--- src/rtl/core/m7gs_pkg.sv ---
// shared types, constants and the divider step for the mode 7 ground sampler
// no dependencies; used by every module in rtl/core
package m7gs_pkg;

    // operation codes on the op field
    localparam logic OP_WRITE  = 1'b0;
    localparam logic OP_SAMPLE = 1'b1;

    // item classes decided in the front end
    localparam logic [1:0] KIND_WRITE  = 2'd0;
    localparam logic [1:0] KIND_SKY    = 2'd1;
    localparam logic [1:0] KIND_GROUND = 2'd2;

    // configuration register indexes
    localparam logic [2:0] REG_CAMERA_X    = 3'd0;
    localparam logic [2:0] REG_CAMERA_Y    = 3'd1;
    localparam logic [2:0] REG_HEADING_COS = 3'd2;
    localparam logic [2:0] REG_HEADING_SIN = 3'd3;
    localparam logic [2:0] REG_ALTITUDE    = 3'd4;

    // configuration reset values
    localparam logic [15:0] CAMERA_X_RESET    = 16'd32768;
    localparam logic [15:0] CAMERA_Y_RESET    = 16'd32768;
    localparam logic [15:0] HEADING_COS_RESET = 16'd16384;
    localparam logic [15:0] HEADING_SIN_RESET = 16'd0;
    localparam logic [14:0] ALTITUDE_RESET    = 15'd7680;

    // horizon and projection constants
    localparam logic [14:0] ALT_OFFSET    = 15'd3072;
    localparam logic [7:0]  HZ_BASE       = 8'd78;
    localparam logic [7:0]  HZ_MAX        = 8'd132;
    localparam logic [7:0]  SCREEN_HEIGHT = 8'd192;
    localparam logic [7:0]  DEPTH_SCALE   = 8'd140;
    localparam logic [22:0] Z_MAX         = 23'd435200;
    // lateral divide: floor(n / 70) via reciprocal floor(2^26 / 70)
    localparam logic [19:0] LAT_RECIP     = 20'd958698;
    localparam int          LAT_SHIFT     = 26;
    localparam logic [7:0]  LAT_DIV       = 8'd70;

    // restoring divider: one quotient bit per stage
    localparam int NUM_W     = 23;
    localparam int DIV_STEPS = NUM_W;

    typedef struct packed {
        logic [15:0] camera_x;
        logic [15:0] camera_y;
        logic [15:0] heading_cos;
        logic [15:0] heading_sin;
        logic [14:0] altitude;
    } cfg_t;

    // classified item handed from front end to back end
    typedef struct packed {
        logic [1:0]       kind;
        logic [15:0]      addr;
        logic [7:0]       wcolour;
        logic [NUM_W-1:0] num;
        logic [6:0]       den;
        logic [6:0]       kx;
    } item_t;

    // divider stage contents
    typedef struct packed {
        logic [1:0]       kind;
        logic [15:0]      addr;
        logic [7:0]       wcolour;
        logic [6:0]       kx;
        logic [6:0]       den;
        logic [6:0]       rem;
        logic [NUM_W-1:0] work;
    } div_t;

    // one restoring division step
    function automatic div_t div_step(input div_t d);
        div_t       r;
        logic [7:0] cand;
        r    = d;
        cand = {d.rem, d.work[NUM_W-1]};
        if (cand >= {1'b0, d.den})
        begin
            r.rem  = 7'(cand - {1'b0, d.den});
            r.work = {d.work[NUM_W-2:0], 1'b1};
        end
        else
        begin
            r.rem  = cand[6:0];
            r.work = {d.work[NUM_W-2:0], 1'b0};
        end
        return r;
    endfunction

endpackage

--- src/rtl/core/m7gs_divider.sv ---
// pipelined restoring divider for the perspective depth, one bit per stage
// depends on m7gs_pkg
module m7gs_divider (
    input  logic             clk,
    input  logic             rst_n,
    input  logic             adv,
    input  logic             in_valid,
    input  m7gs_pkg::item_t  in_item,
    output logic             out_valid,
    output m7gs_pkg::div_t   out_div
);

    m7gs_pkg::div_t                    stage_reg [m7gs_pkg::DIV_STEPS];
    logic [m7gs_pkg::DIV_STEPS-1:0]    valid_reg;
    m7gs_pkg::div_t                    first;

    always_comb
    begin
        first.kind    = in_item.kind;
        first.addr    = in_item.addr;
        first.wcolour = in_item.wcolour;
        first.kx      = in_item.kx;
        first.den     = in_item.den;
        first.rem     = '0;
        first.work    = in_item.num;
    end

    assign out_valid = valid_reg[m7gs_pkg::DIV_STEPS-1];
    assign out_div   = stage_reg[m7gs_pkg::DIV_STEPS-1];

    // valid bits move with the whole back end
    always_ff @(posedge clk or negedge rst_n)
    begin
        if (!rst_n)
            valid_reg <= '0;
        else if (adv)
            valid_reg <= {valid_reg[m7gs_pkg::DIV_STEPS-2:0], in_valid};
    end

    // quotient stages
    always_ff @(posedge clk)
    begin
        if (adv)
        begin
            stage_reg[0] <= m7gs_pkg::div_step(first);
            for (int i = 1; i < m7gs_pkg::DIV_STEPS; i++)
                stage_reg[i] <= m7gs_pkg::div_step(stage_reg[i-1]);
        end
    end

endmodule

--- config.mk ---
export PLATFORM = sky130hd
export DESIGN_NAME = m7gs_divider
export DESIGN_NICKNAME = d
export VERILOG_FILES = /design/src/rtl/core/m7gs_pkg.sv /design/src/rtl/core/m7gs_divider.sv
export SDC_FILE = /design/constraint.sdc
export NUM_CORES = 1
export LEC_CHECK = 0
export BUFFER_PORTS_ARGS = -buffer_cell sky130_fd_sc_hd__buf_2
export CAP_MARGIN = 20
export CORE_UTILIZATION = 30
export DETAILED_ROUTE_END_ITERATION = 16
export GPL_TIMING_DRIVEN = 0
export PLACE_DENSITY = 0.48
export REMOVE_ABC_BUFFERS = 1
export SYNTH_ARGS = -nofsm -noshare
export SYNTH_HDL_FRONTEND = slang
export SYNTH_SLANG_ARGS = --single-unit
--- constraint.sdc ---
create_clock -name clk -period 7.3 [get_ports clk]
set_input_delay 0.365 -clock clk [delete_from_list [all_inputs] [get_ports clk]]
set_output_delay 0.365 -clock clk [all_outputs]
set_load 0.01 [all_outputs]
==> reports/results.txt, run 1 <==
GR Util met3: 2.45%
io pins: 138
crit start category: input port
CP Class: in -> reg
Critical-path top delay cell: dlygate4sd3_1
synthesized area: 59800 um2
R2R setup slack: 4450 ps
Slew headroom: 26.8%
worst hold path depth: 2
CP peak stage delay: 570 ps
maximum vdd drop: 0.217 mV
CTS Buf Count: 180
worst skew pair latency: 790 ps
#FFs+latches synth: 1633
Max Slew Vio Count: 0
async set-reset flop share out of synthesis: 1.41%
die area: 201000 um2
pin count of the biggest net entering global routing: 176
Arr. time, crit path: 4930 ps
Tcrit/Tclk final: 58.3%
WL final: 79.4 mm
Fin. Hold Viols: 0
layer with the highest usage: met2
Worst setup EP type: flop
CP cell instances: dlygate4sd3_1 > buf_12 > buf_16 > buf_16 > buf_16 > buf_16 > buf_16 > mux2_2
max reg flops: 1610
vias per inst: 4.10
YS warnings: 0
initial antenna violation count: 2
TritonCTS clock tree: built
FF-to-FF Start: stage_reg[0][240]$_DFFE_PP_
Hold Path End: stage_reg[0][56]$_DFFE_PP_
CTS clock-pin slew for the worst setup and hold paths: 60 ps
number of iterations in the first detailed-routing pass: 6
vias in the first global route: 25700
path depth of the worst reg2reg path: 7
outcome: finished, final reports clean
gpl congestion: 0.758
Worst Skew: 29.3 ps
syn_area_per_cell: 19.7 um2
vias post-DR: 25200
# rows: 163
hold_sp: in_item[49]
post_cts resized: 0
I/O Buffers: 137
EDFF count, synth: 1610
fin nets: 3597
hold crit path type: in -> reg
FMAX: 235 MHz
met1 Use GR: 8.87%
fraction of layout cells with a size suffix above 1: 16.7%
RSZ-0062 raised after global routing: false
Gate Count Post-Synth: 3043
Iteration-0 DRC Markers: 1641
library cells used by synthesis: 44
Hold Slack: 274 ps
Tmin final: 4260 ps
Die Height: 449 um
Area Growth Syn to Fin: 17.0%
clock sinks: 1633
Req. time, crit path: 7970 ps
DP HPWL: 44.3 mm
Root Driver: clkbuf_16
ANT nets after route: 0
Reg-to-Reg End: stage_reg[0][306]$_DFFE_PP_
crit-path max FO: 175
total track usage: 7.83%
Top cell by count, worst path: buf_16
post-layout util: 35.4%
Initial Util: 30.3%
Leakage: 25.2 nW
Power Density: 357 nW/um2
htree depth: 4
GRT overflow: 0
WL/cell: 12.9 um
Die X: 449 um
met2 usage: 13.4%
worst slew pin tran: 1100 ps
clk buf depth: 3
Residual DRC: 0
Final setup violation count: 0
Top FF cell, synth: edfxtp_1
first-pass GRT wire length: 129 mm
core area: 198000 um2
Max Cap Viol: 0
Setup TNS Final: 0 ps
post-synthesis sequential area ratio: 81.8%
-- worst max-delay path by stage --
stage / from / to / slack, ps / cells past startpoint
after global routing: adv / valid_reg[1]$_DFFE_PN0P_ / 2560 / 8
after floorplan: stage_reg[0][100]$_DFFE_PP_ / stage_reg[0][165]$_DFFE_PP_ / 4920 / 7
after CTS: adv / valid_reg[5]$_DFFE_PN0P_ / 2750 / 8
after global placement: adv / valid_reg[0]$_DFFE_PN0P_ / -23290 / 2
after detailed placement: adv / valid_reg[8]$_DFFE_PN0P_ / 2490 / 7
final: adv / valid_reg[12]$_DFFE_PN0P_ / 3040 / 8
-- Yosys cell counts (11+ instances only) --
library cell,count,area share (%)
a211o_1,16,0.23
a21oi_1,75,0.63
a311o_1,32,0.54
and3_1,15,0.16
buf_4,70,0.88
buf_6,15,0.28
dfrtp_1,23,0.96
edfxtp_1,1610,81
fa_1,22,0.74
ha_1,156,3.3
inv_1,213,1.3
inv_2,11,0.069
mux2_2,28,0.53
mux2_4,105,2.6
mux2i_1,66,1.1
nand2_1,28,0.18
nand2b_1,29,0.30
nand3_1,17,0.14
nand3b_1,30,0.38
nand4_1,22,0.23
nor2_1,148,0.93
nor2_2,16,0.17
nor2b_1,26,0.27
nor3_1,40,0.33
nor3b_1,21,0.26
nor4_1,16,0.17
o2111ai_1,33,0.48
o21a_1,22,0.28
o21ai_0,70,0.59
o31a_1,18,0.26
xnor2_1,22,0.32
-- per-layer routing --
metal	wire length (um)	part of all wire, %	vias to the layer above
met2	39500	50	336
met5	0	0	-
met4	2660	3.3	0
li1	-	-	12400
met3	3750	4.7	195
met1	33500	42	12300
-- worst max-delay path, delay by kind of cell --
kind / cells / cell delay [ps]
multiplexers: 1 / 400
buffers and inverters: 7 / 3490
-- cell type report --
class / instances / area [um2]
clock buffer: 210 / 4660
multi-input combinational: 1098 / 9350
sequential: 1633 / 48900
timing repair buffer: 215 / 1670
fill: 18300 / 128000
clock inverter: 119 / 1220
tap: 2640 / 3300
inverter: 224 / 841
antenna: 2 / 5.00
-- through the flow --
stage | setup WS [ps] | total power [mW] | instance area [um2] | std cells
final | 3040 | 25.0 | 70000 | 6141
after global routing | 2560 | 26.3 | 70000 | 6140
after CTS | 2750 | 25.5 | 69900 | 6138
after detailed placement | 2490 | 16.3 | 63400 | 5742
after global placement | -23290 | 16.6 | 63100 | 5732
after floorplan | 4920 | 15.2 | 59100 | 2955
-- layout by cell type, fill, tap and decap left out, drive strengths merged, types with 2 or more instances in the layout --
master / Yosys / layout
fa: 22 / 22
nand3: 17 / 17
o21a: 22 / 22
bufinv: 0 / 20
dfrtp: 23 / 23
a311o: 32 / 32
and3: 15 / 15
nand2b: 29 / 29
xnor2: 22 / 22
o2111ai: 33 / 33
a31oi: 6 / 6
clkinvlp: 0 / 6
nand3b: 30 / 30
nor3: 40 / 40
nor2b: 26 / 26
clkinv: 0 / 81
mux2: 133 / 133
o21ai: 76 / 76
ha: 156 / 156
nor4: 16 / 16
dlygate4sd3: 0 / 67
diode: 0 / 2
buf: 87 / 148
nor2: 164 / 164
nor4bb: 6 / 6
a211o: 16 / 16
nand2: 29 / 29
clkbuf: 1 / 210
mux2i: 66 / 66
nor3b: 21 / 21
nand4: 22 / 22
a21oi: 75 / 75
inv: 224 / 236
o31a: 18 / 18
edfxtp: 1610 / 1610
-- cells by family after synthesis --
kind of cell,count (synthesis),share of synthesized area [%]
flip-flops,1633,81.8
AO/OA/AOI/OAI,281,3.31
multiplexers,199,4.27
AND/OR/NAND/NOR,417,3.72
adder cells (fa/ha/maj),178,4.00
XOR/XNOR,23,0.337
buffers and inverters,312,2.59
-- where the power goes --
part | switching [mW] | leakage [nW] | internal (mW)
Sequential | 0.353 | 16.0 | 11.6
Combinational | 2.05 | 6.36 | 2.07
Clock | 3.65 | 2.88 | 5.29
-- repair_timing --
item                      4_1_cts  5_1_grt
hold buffers                   67        0
hold endpoints to repair       99        0
buffers inserted                0        0
Power figures use the tool's default switching activity.
==> inputs of run 2 (changes only) <==
- PLACE_DENSITY: 0.48 -> 0.5
- clock period: 7.3 -> 3.5 ns (I/O delays scaled with it)
==> reports/results.txt, run 2 (same netlist as run 1, synthesis figures left out) <==
crit start category: input port (unchanged)
Iteration-0 DRC Markers: 1434 (was 1641)
Residual DRC: 0 (unchanged)
Leakage: 25.3 nW (was 25.2 nW)
worst skew pair latency: 830 ps (was 790 ps)
Max Slew Vio Count: 0 (unchanged)
vias post-DR: 25500 (was 25200)
Pint: 38.9 mW (was 18.9 mW)
TritonCTS clock tree: built (unchanged)
worst hold path depth: 2 (unchanged)
max reg flops: 1610 (unchanged)
Slew headroom: 32.3% (was 26.8%)
Reg-to-Reg End: stage_reg[0][306]$_DFFE_PP_ (unchanged)
clock sinks: 1633 (unchanged)
ANT nets after route: 0 (unchanged)
Hold Path End: stage_reg[0][1]$_DFFE_PP_ (was stage_reg[0][56]$_DFFE_PP_)
Finished Layout Cells: 6186 (was 6141)
Tmin final: 2970 ps
most common cell after layout, fill and taps aside: edfxtp_1 (unchanged)
R2R setup slack: 660 ps (was 4450 ps)
vias in the first global route: 25800 (was 25700)
FMAX: 337 MHz
Net Switching: 12.7 mW (was 6.05 mW)
Hold Slack: 101 ps (was 274 ps)
core area: 198000 um2 (unchanged)
Setup TNS Final: 0 ps (unchanged)
fin nets: 3641 (was 3597)
Logic pwr share: 16.7% (was 16.5%)
Final setup violation count: 0 (unchanged)
worst slew pin tran: 1020 ps (was 1100 ps)
htree depth: 4 (unchanged)
CP top delay family: buffers and inverters (unchanged)
crit-path max FO: 190 (was 175)
CTS clock-pin slew for the worst setup and hold paths: 60 ps (about the same)
Clock power frac: 35.1% (was 35.8%)
Initial Util: 30.3% (unchanged)
# rows: 163 (unchanged)
maximum vdd drop: 0.432 mV (was 0.217 mV)
WL/cell: 12.8 um (was 12.9 um)
Top cell by count, worst path: buf_16 (unchanged)
CP Class: in -> reg (unchanged)
WL final: 79.0 mm (was 79.4 mm)
footprint of the multi-input gates: 9350 um2 (unchanged)
Die X: 449 um (unchanged)
Fillers: 18400 (was 18300)
RSZ-0062 raised after global routing: false (unchanged)
total track usage: 7.75% (was 7.83%)
first-pass GRT wire length: 128 mm (was 129 mm)
I/O Buffers: 137 (unchanged)
io pins: 138 (unchanged)
Sw Share: 24.7% (was 24.2%)
Max Cap Viol: 0 (unchanged)
Arr. time, crit path: 3400 ps (was 4930 ps)
Worst Skew: 40.1 ps (was 29.3 ps)
hold crit path type: in -> reg (unchanged)
hold_sp: in_item[14] (was in_item[49])
DP HPWL: 43.6 mm (was 44.3 mm)
Power Density: 734 nW/um2 (was 357 nW/um2)
GRT overflow: 0 (unchanged)
die area: 201000 um2 (unchanged)
Setup Fix Bufs, Post-CTS: 0 (unchanged)
pin count of the biggest net entering global routing: 191 (was 176)
worst path bufs/invs: 5 (was 7)
Tcrit/Tclk final: 84.8%
fraction of layout cells with a size suffix above 1: 16.0% (was 16.7%)
Die Height: 449 um (unchanged)
CP cell instances: dlygate4sd3_1 > buf_12 > buf_16 > buf_16 > buf_16 (was dlygate4sd3_1 > buf_12 > buf_16 > buf_16 > buf_16 > buf_16 > buf_16 > mux2_2)
Sequential Power Share: 48.2% (was 47.7%)
Cells after DPL: 5742 (unchanged)
outcome: finished, final reports clean (unchanged)
CTS Buf Count: 180 (unchanged)
Seq. cell area: 48900 um2 (unchanged)
initial antenna violation count: 1 (was 2)
Worst path depth: 5 (was 8)
number of iterations in the first detailed-routing pass: 7 (was 6)
clk buf depth: 3 (unchanged)
FF-to-FF Start: stage_reg[0][240]$_DFFE_PP_ (unchanged)
Worst setup EP type: flop (unchanged)
Critical-path top delay cell: buf_16 (was dlygate4sd3_1)
Root Driver: clkbuf_16 (unchanged)
CP peak stage delay: 650 ps (was 570 ps)
Fin. Hold Viols: 0 (unchanged)
commonest non-fill, non-tap cells in the layout: 1610 x edfxtp_1, 213 x inv_1, 180 x clkbuf_16 (was 1610 x edfxtp_1, 213 x inv_1, 182 x clkbuf_16)
Area Growth Syn to Fin: 17.5% (was 17.0%)
gpl congestion: 0.783 (was 0.758)
path depth of the worst reg2reg path: 7 (unchanged)
vias per inst: 4.13 (was 4.10)
Req. time, crit path: 3930 ps (was 7970 ps)
-- run 2: cell types whose count changed in the layout (fill, tap and decap cells not counted), moves of 2 or more --
cell           before  now
bufinv_16          20   11
clkbuf_1           28   41
clkbuf_16         182  180
clkinv_1           41   45
clkinv_16           2   12
clkinv_2           36   32
clkinv_4            0    2
clkinv_8            2    0
clkinvlp_4          6    4
dlygate4sd3_1      67  111
inv_16              4    2
inv_6               8    2
-- run 2: final cells by class --
class	instances	share of cell area, %
Antenna cell	1	0.00356
Multi-Input combinational cell	1098	13.3
Inverter	224	1.20
Sequential cell	1633	69.6
Tap cell	2640	4.70
Clock buffer	221	6.62
Clock inverter	110	1.60
Timing Repair Buffer	259	3.01
-- run 2: timing repair --
| item | CTS | global route |
|---|---|---|
| hold buffers | 111 | 0 |
| hold endpoints to repair | 171 | 0 |
| gates resized for setup | 0 | 0 |
-- run 2: power groups by stage --
stage,logic [mW],clock network (mW),registers (mW)
floorplan,6.71,0,25.0
global placement,8.31,0,26.3
detailed placement,8.56,0,25.3
CTS,8.69,19.0,24.9
global route,9.54,19.7,25.1
finish,8.62,18.1,24.9
-- run 2: metrics by stage --
step / total power, mW / worst slack (ps) / cell area, um2 / utilization, %
final: 51.6 / 534 / 70300 / 35.6
after global routing: 54.3 / 333 / 70300 / 35.6
after CTS: 52.6 / 557 / 70300 / 35.6
after detailed placement: 33.9 / 242 / 63400 / 32.1
after global placement: 34.6 / -26640 / 63100 / 31.9
after floorplan: 31.8 / 1120 / 59100 / -
-- run 2: worst max path at each step --
stage                                  endpoint                         from  slack, ps
finish              stage_reg[2][259]$_DFFE_PP_                          adv        530
detailed placement  stage_reg[0][554]$_DFFE_PP_                          adv        240
global route        stage_reg[2][469]$_DFFE_PP_                          adv        330
CTS                 stage_reg[2][399]$_DFFE_PP_                          adv        560
floorplan           stage_reg[0][165]$_DFFE_PP_  stage_reg[0][100]$_DFFE_PP_       1120
global placement      valid_reg[21]$_DFFE_PN0P_                          adv     -26640
-- run 2: routing by layer --
metal	track usage (%)	vias to the layer above	part of all wire, %
li1	-	12500	-
met1	8.66	12500	42
met2	13.1	398	49
met3	2.47	216	4.7
met4	4.14	0	3.7
met5	0	-	0
==> inputs of run 3 (changes only) <==
- clock period: 3.5 -> 2.5 ns (I/O delays scaled with it)
==> reports/results.txt, run 3 (same netlist as run 1, synthesis figures left out) <==
outcome: finished, final reports clean (unchanged)
pin count of the biggest net entering global routing: 191 (unchanged)
footprint of the multi-input gates: 9570 um2 (was 9350 um2)
vias post-DR: 25800 (was 25500)
I/O Buffers: 137 (unchanged)
Initial Util: 30.3% (unchanged)
Leakage: 25.7 nW (was 25.3 nW)
Max Cap Viol: 0 (unchanged)
Worst Skew: 40.9 ps (was 40.1 ps)
vias in the first global route: 26000 (was 25800)
maximum vdd drop: 0.609 mV (was 0.432 mV)
Hold Slack: 91.3 ps (was 101 ps)
# rows: 163 (unchanged)
Fin. Hold Viols: 0 (unchanged)
WL/cell: 12.9 um (was 12.8 um)
Iteration-0 DRC Markers: 1378 (was 1434)
Arr. time, crit path: 3020 ps (was 3400 ps)
vias per inst: 4.13 (about the same)
GRT overflow: 0 (unchanged)
Area Growth Syn to Fin: 19.0% (was 17.5%)
Fillers: 18300 (was 18400)
Tmin final: 2450 ps
met1 Use GR: 8.78% (was 8.66%)
worst skew pair latency: 830 ps (about the same)
TritonCTS clock tree: built (unchanged)
Worst setup EP type: flop (unchanged)
hold crit path type: in -> reg (unchanged)
fraction of layout cells with a size suffix above 1: 18.7% (was 16.0%)
gpl congestion: 0.783 (unchanged)
max reg flops: 1610 (unchanged)
worst slew pin tran: 1040 ps (was 1020 ps)
Residual DRC: 0 (unchanged)
clock sinks: 1633 (unchanged)
Die Height: 449 um (unchanged)
Slew headroom: 30.8% (was 32.3%)
total track usage: 7.86% (was 7.75%)
GR Util met3: 2.46% (was 2.47%)
final setup margin: 47.1 ps (was 534 ps)
crit start category: flop (was input port)
Max Slew Vio Count: 0 (unchanged)
CTS clock-pin slew for the worst setup and hold paths: 60 ps (about the same)
initial antenna violation count: 1 (unchanged)
post-place setup slack: -708 ps (was 242 ps)
core area: 198000 um2 (unchanged)
DP HPWL: 43.6 mm (unchanged)
Req. time, crit path: 3070 ps (was 3930 ps)
layer with the highest usage: met2 (unchanged)
ANT nets after route: 0 (unchanged)
htree depth: 4 (unchanged)
most common cell after layout, fill and taps aside: edfxtp_1 (unchanged)
Die X: 449 um (unchanged)
WL final: 80.5 mm (was 79.0 mm)
fin nets: 3704 (was 3641)
Seq. cell area: 48900 um2 (unchanged)
Root Driver: clkbuf_16 (unchanged)
Power Density: 1030 nW/um2 (was 734 nW/um2)
number of iterations in the first detailed-routing pass: 5 (was 7)
crit-path max FO: 2 (was 190)
CP Class: reg -> reg (was in -> reg)
clk buf depth: 3 (unchanged)
met2 usage: 13.4% (was 13.1%)
first-pass GRT wire length: 130 mm (was 128 mm)
io pins: 138 (unchanged)
FMAX: 408 MHz
commonest non-fill, non-tap cells in the layout: 1610 x edfxtp_1, 211 x inv_1, 180 x clkbuf_16 (was 1610 x edfxtp_1, 213 x inv_1, 180 x clkbuf_16)
die area: 201000 um2 (unchanged)
Tcrit/Tclk final: 98.1%
CTS Buf Count: 180 (unchanged)
Final setup violation count: 0 (unchanged)
[run 3: changes by cell type in the layout (fill, tap and decap cells not counted), moves of 4 or more]
cell,delta
nand2b_4,+9
nand2b_1,-9
a311o_1,-15
a21oi_1,-26
buf_12,+4
fa_2,+9
a21oi_2,+25
a311o_2,+15
ha_2,+4
buf_4,+35
fa_1,-9
ha_1,-4
dlygate4sd3_1,+21
[run 3: area by class of cell]
cell class / instances / area share (%)
diodes: 1 / 0.00352
clock buffers: 221 / 6.54
clock inverters: 110 / 1.58
inverters: 224 / 1.18
multi-input cells: 1098 / 13.5
flip-flops and latches: 1633 / 68.7
well taps: 2640 / 4.64
repair buffers: 322 / 3.86
[run 3: metrics by stage]
stage | instances | utilization (%) | TNS, ps | power (mW) | area (um2)
after floorplan | 2955 | - | 0 | 44.5 | 59100
after global placement | 5732 | 31.9 | - | 47.7 | 63100
after detailed placement | 5742 | 32.1 | -220190 | 47.4 | 63400
after CTS | 6236 | 35.9 | 0 | 74.2 | 70900
after global routing | 6249 | 36.0 | -71.5 | 76.9 | 71200
final | 6249 | 36.0 | 0 | 73.1 | 71200
[run 3: layer usage]
| metal | part of all wire (%) | wire (um) | up-vias |
|---|---|---|---|
| li1 | - | - | 12600 |
| met1 | 42 | 33900 | 12700 |
| met2 | 50 | 39900 | 365 |
| met3 | 4.6 | 3700 | 206 |
| met4 | 3.7 | 2940 | 0 |
| met5 | 0 | 0 | - |
[run 3: path summary, 6_finish.rpt]
path                                             start                     endpoint  slack, ps  cells after the start
max in group asynchronous                        rst_n    valid_reg[17]$_DFFE_PN0P_       1880                      4
setup / recovery           stage_reg[0][240]$_DFFE_PP_  stage_reg[0][309]$_DFFE_PP_         50                      7
hold reg to reg            stage_reg[2][361]$_DFFE_PP_  stage_reg[2][432]$_DFFE_PP_        380                      0
setup reg to reg           stage_reg[0][240]$_DFFE_PP_  stage_reg[0][309]$_DFFE_PP_         50                      7
hold / removal                             in_item[21]    stage_reg[0][8]$_DFFE_PP_         90                      2
min in group asynchronous                        rst_n     valid_reg[4]$_DFFE_PN0P_        250                      3
[run 3: critical path, cell delays in order (launching register included)]
cell and delay (ps):
edfxtp_1 400, ha_1 230, fa_1 400, nand2b_1 200, a21oi_1 290, mux2i_1 260, o2111ai_1 150, mux2_4 270
[run 3: power by group]
group	internal (mW)	switching [mW]
registers	33.8	1.02
logic	6.68	6.24
clock network	14.5	10.9
total	55.0	18.1
[run 3: timing repair]
item,in CTS,in global routing
hold buffers,136,0
pin swaps,19,26
hold endpoints to repair,171,0
setup buffers,27,11
setup endpoints to repair,141,135
resized for setup,26,40
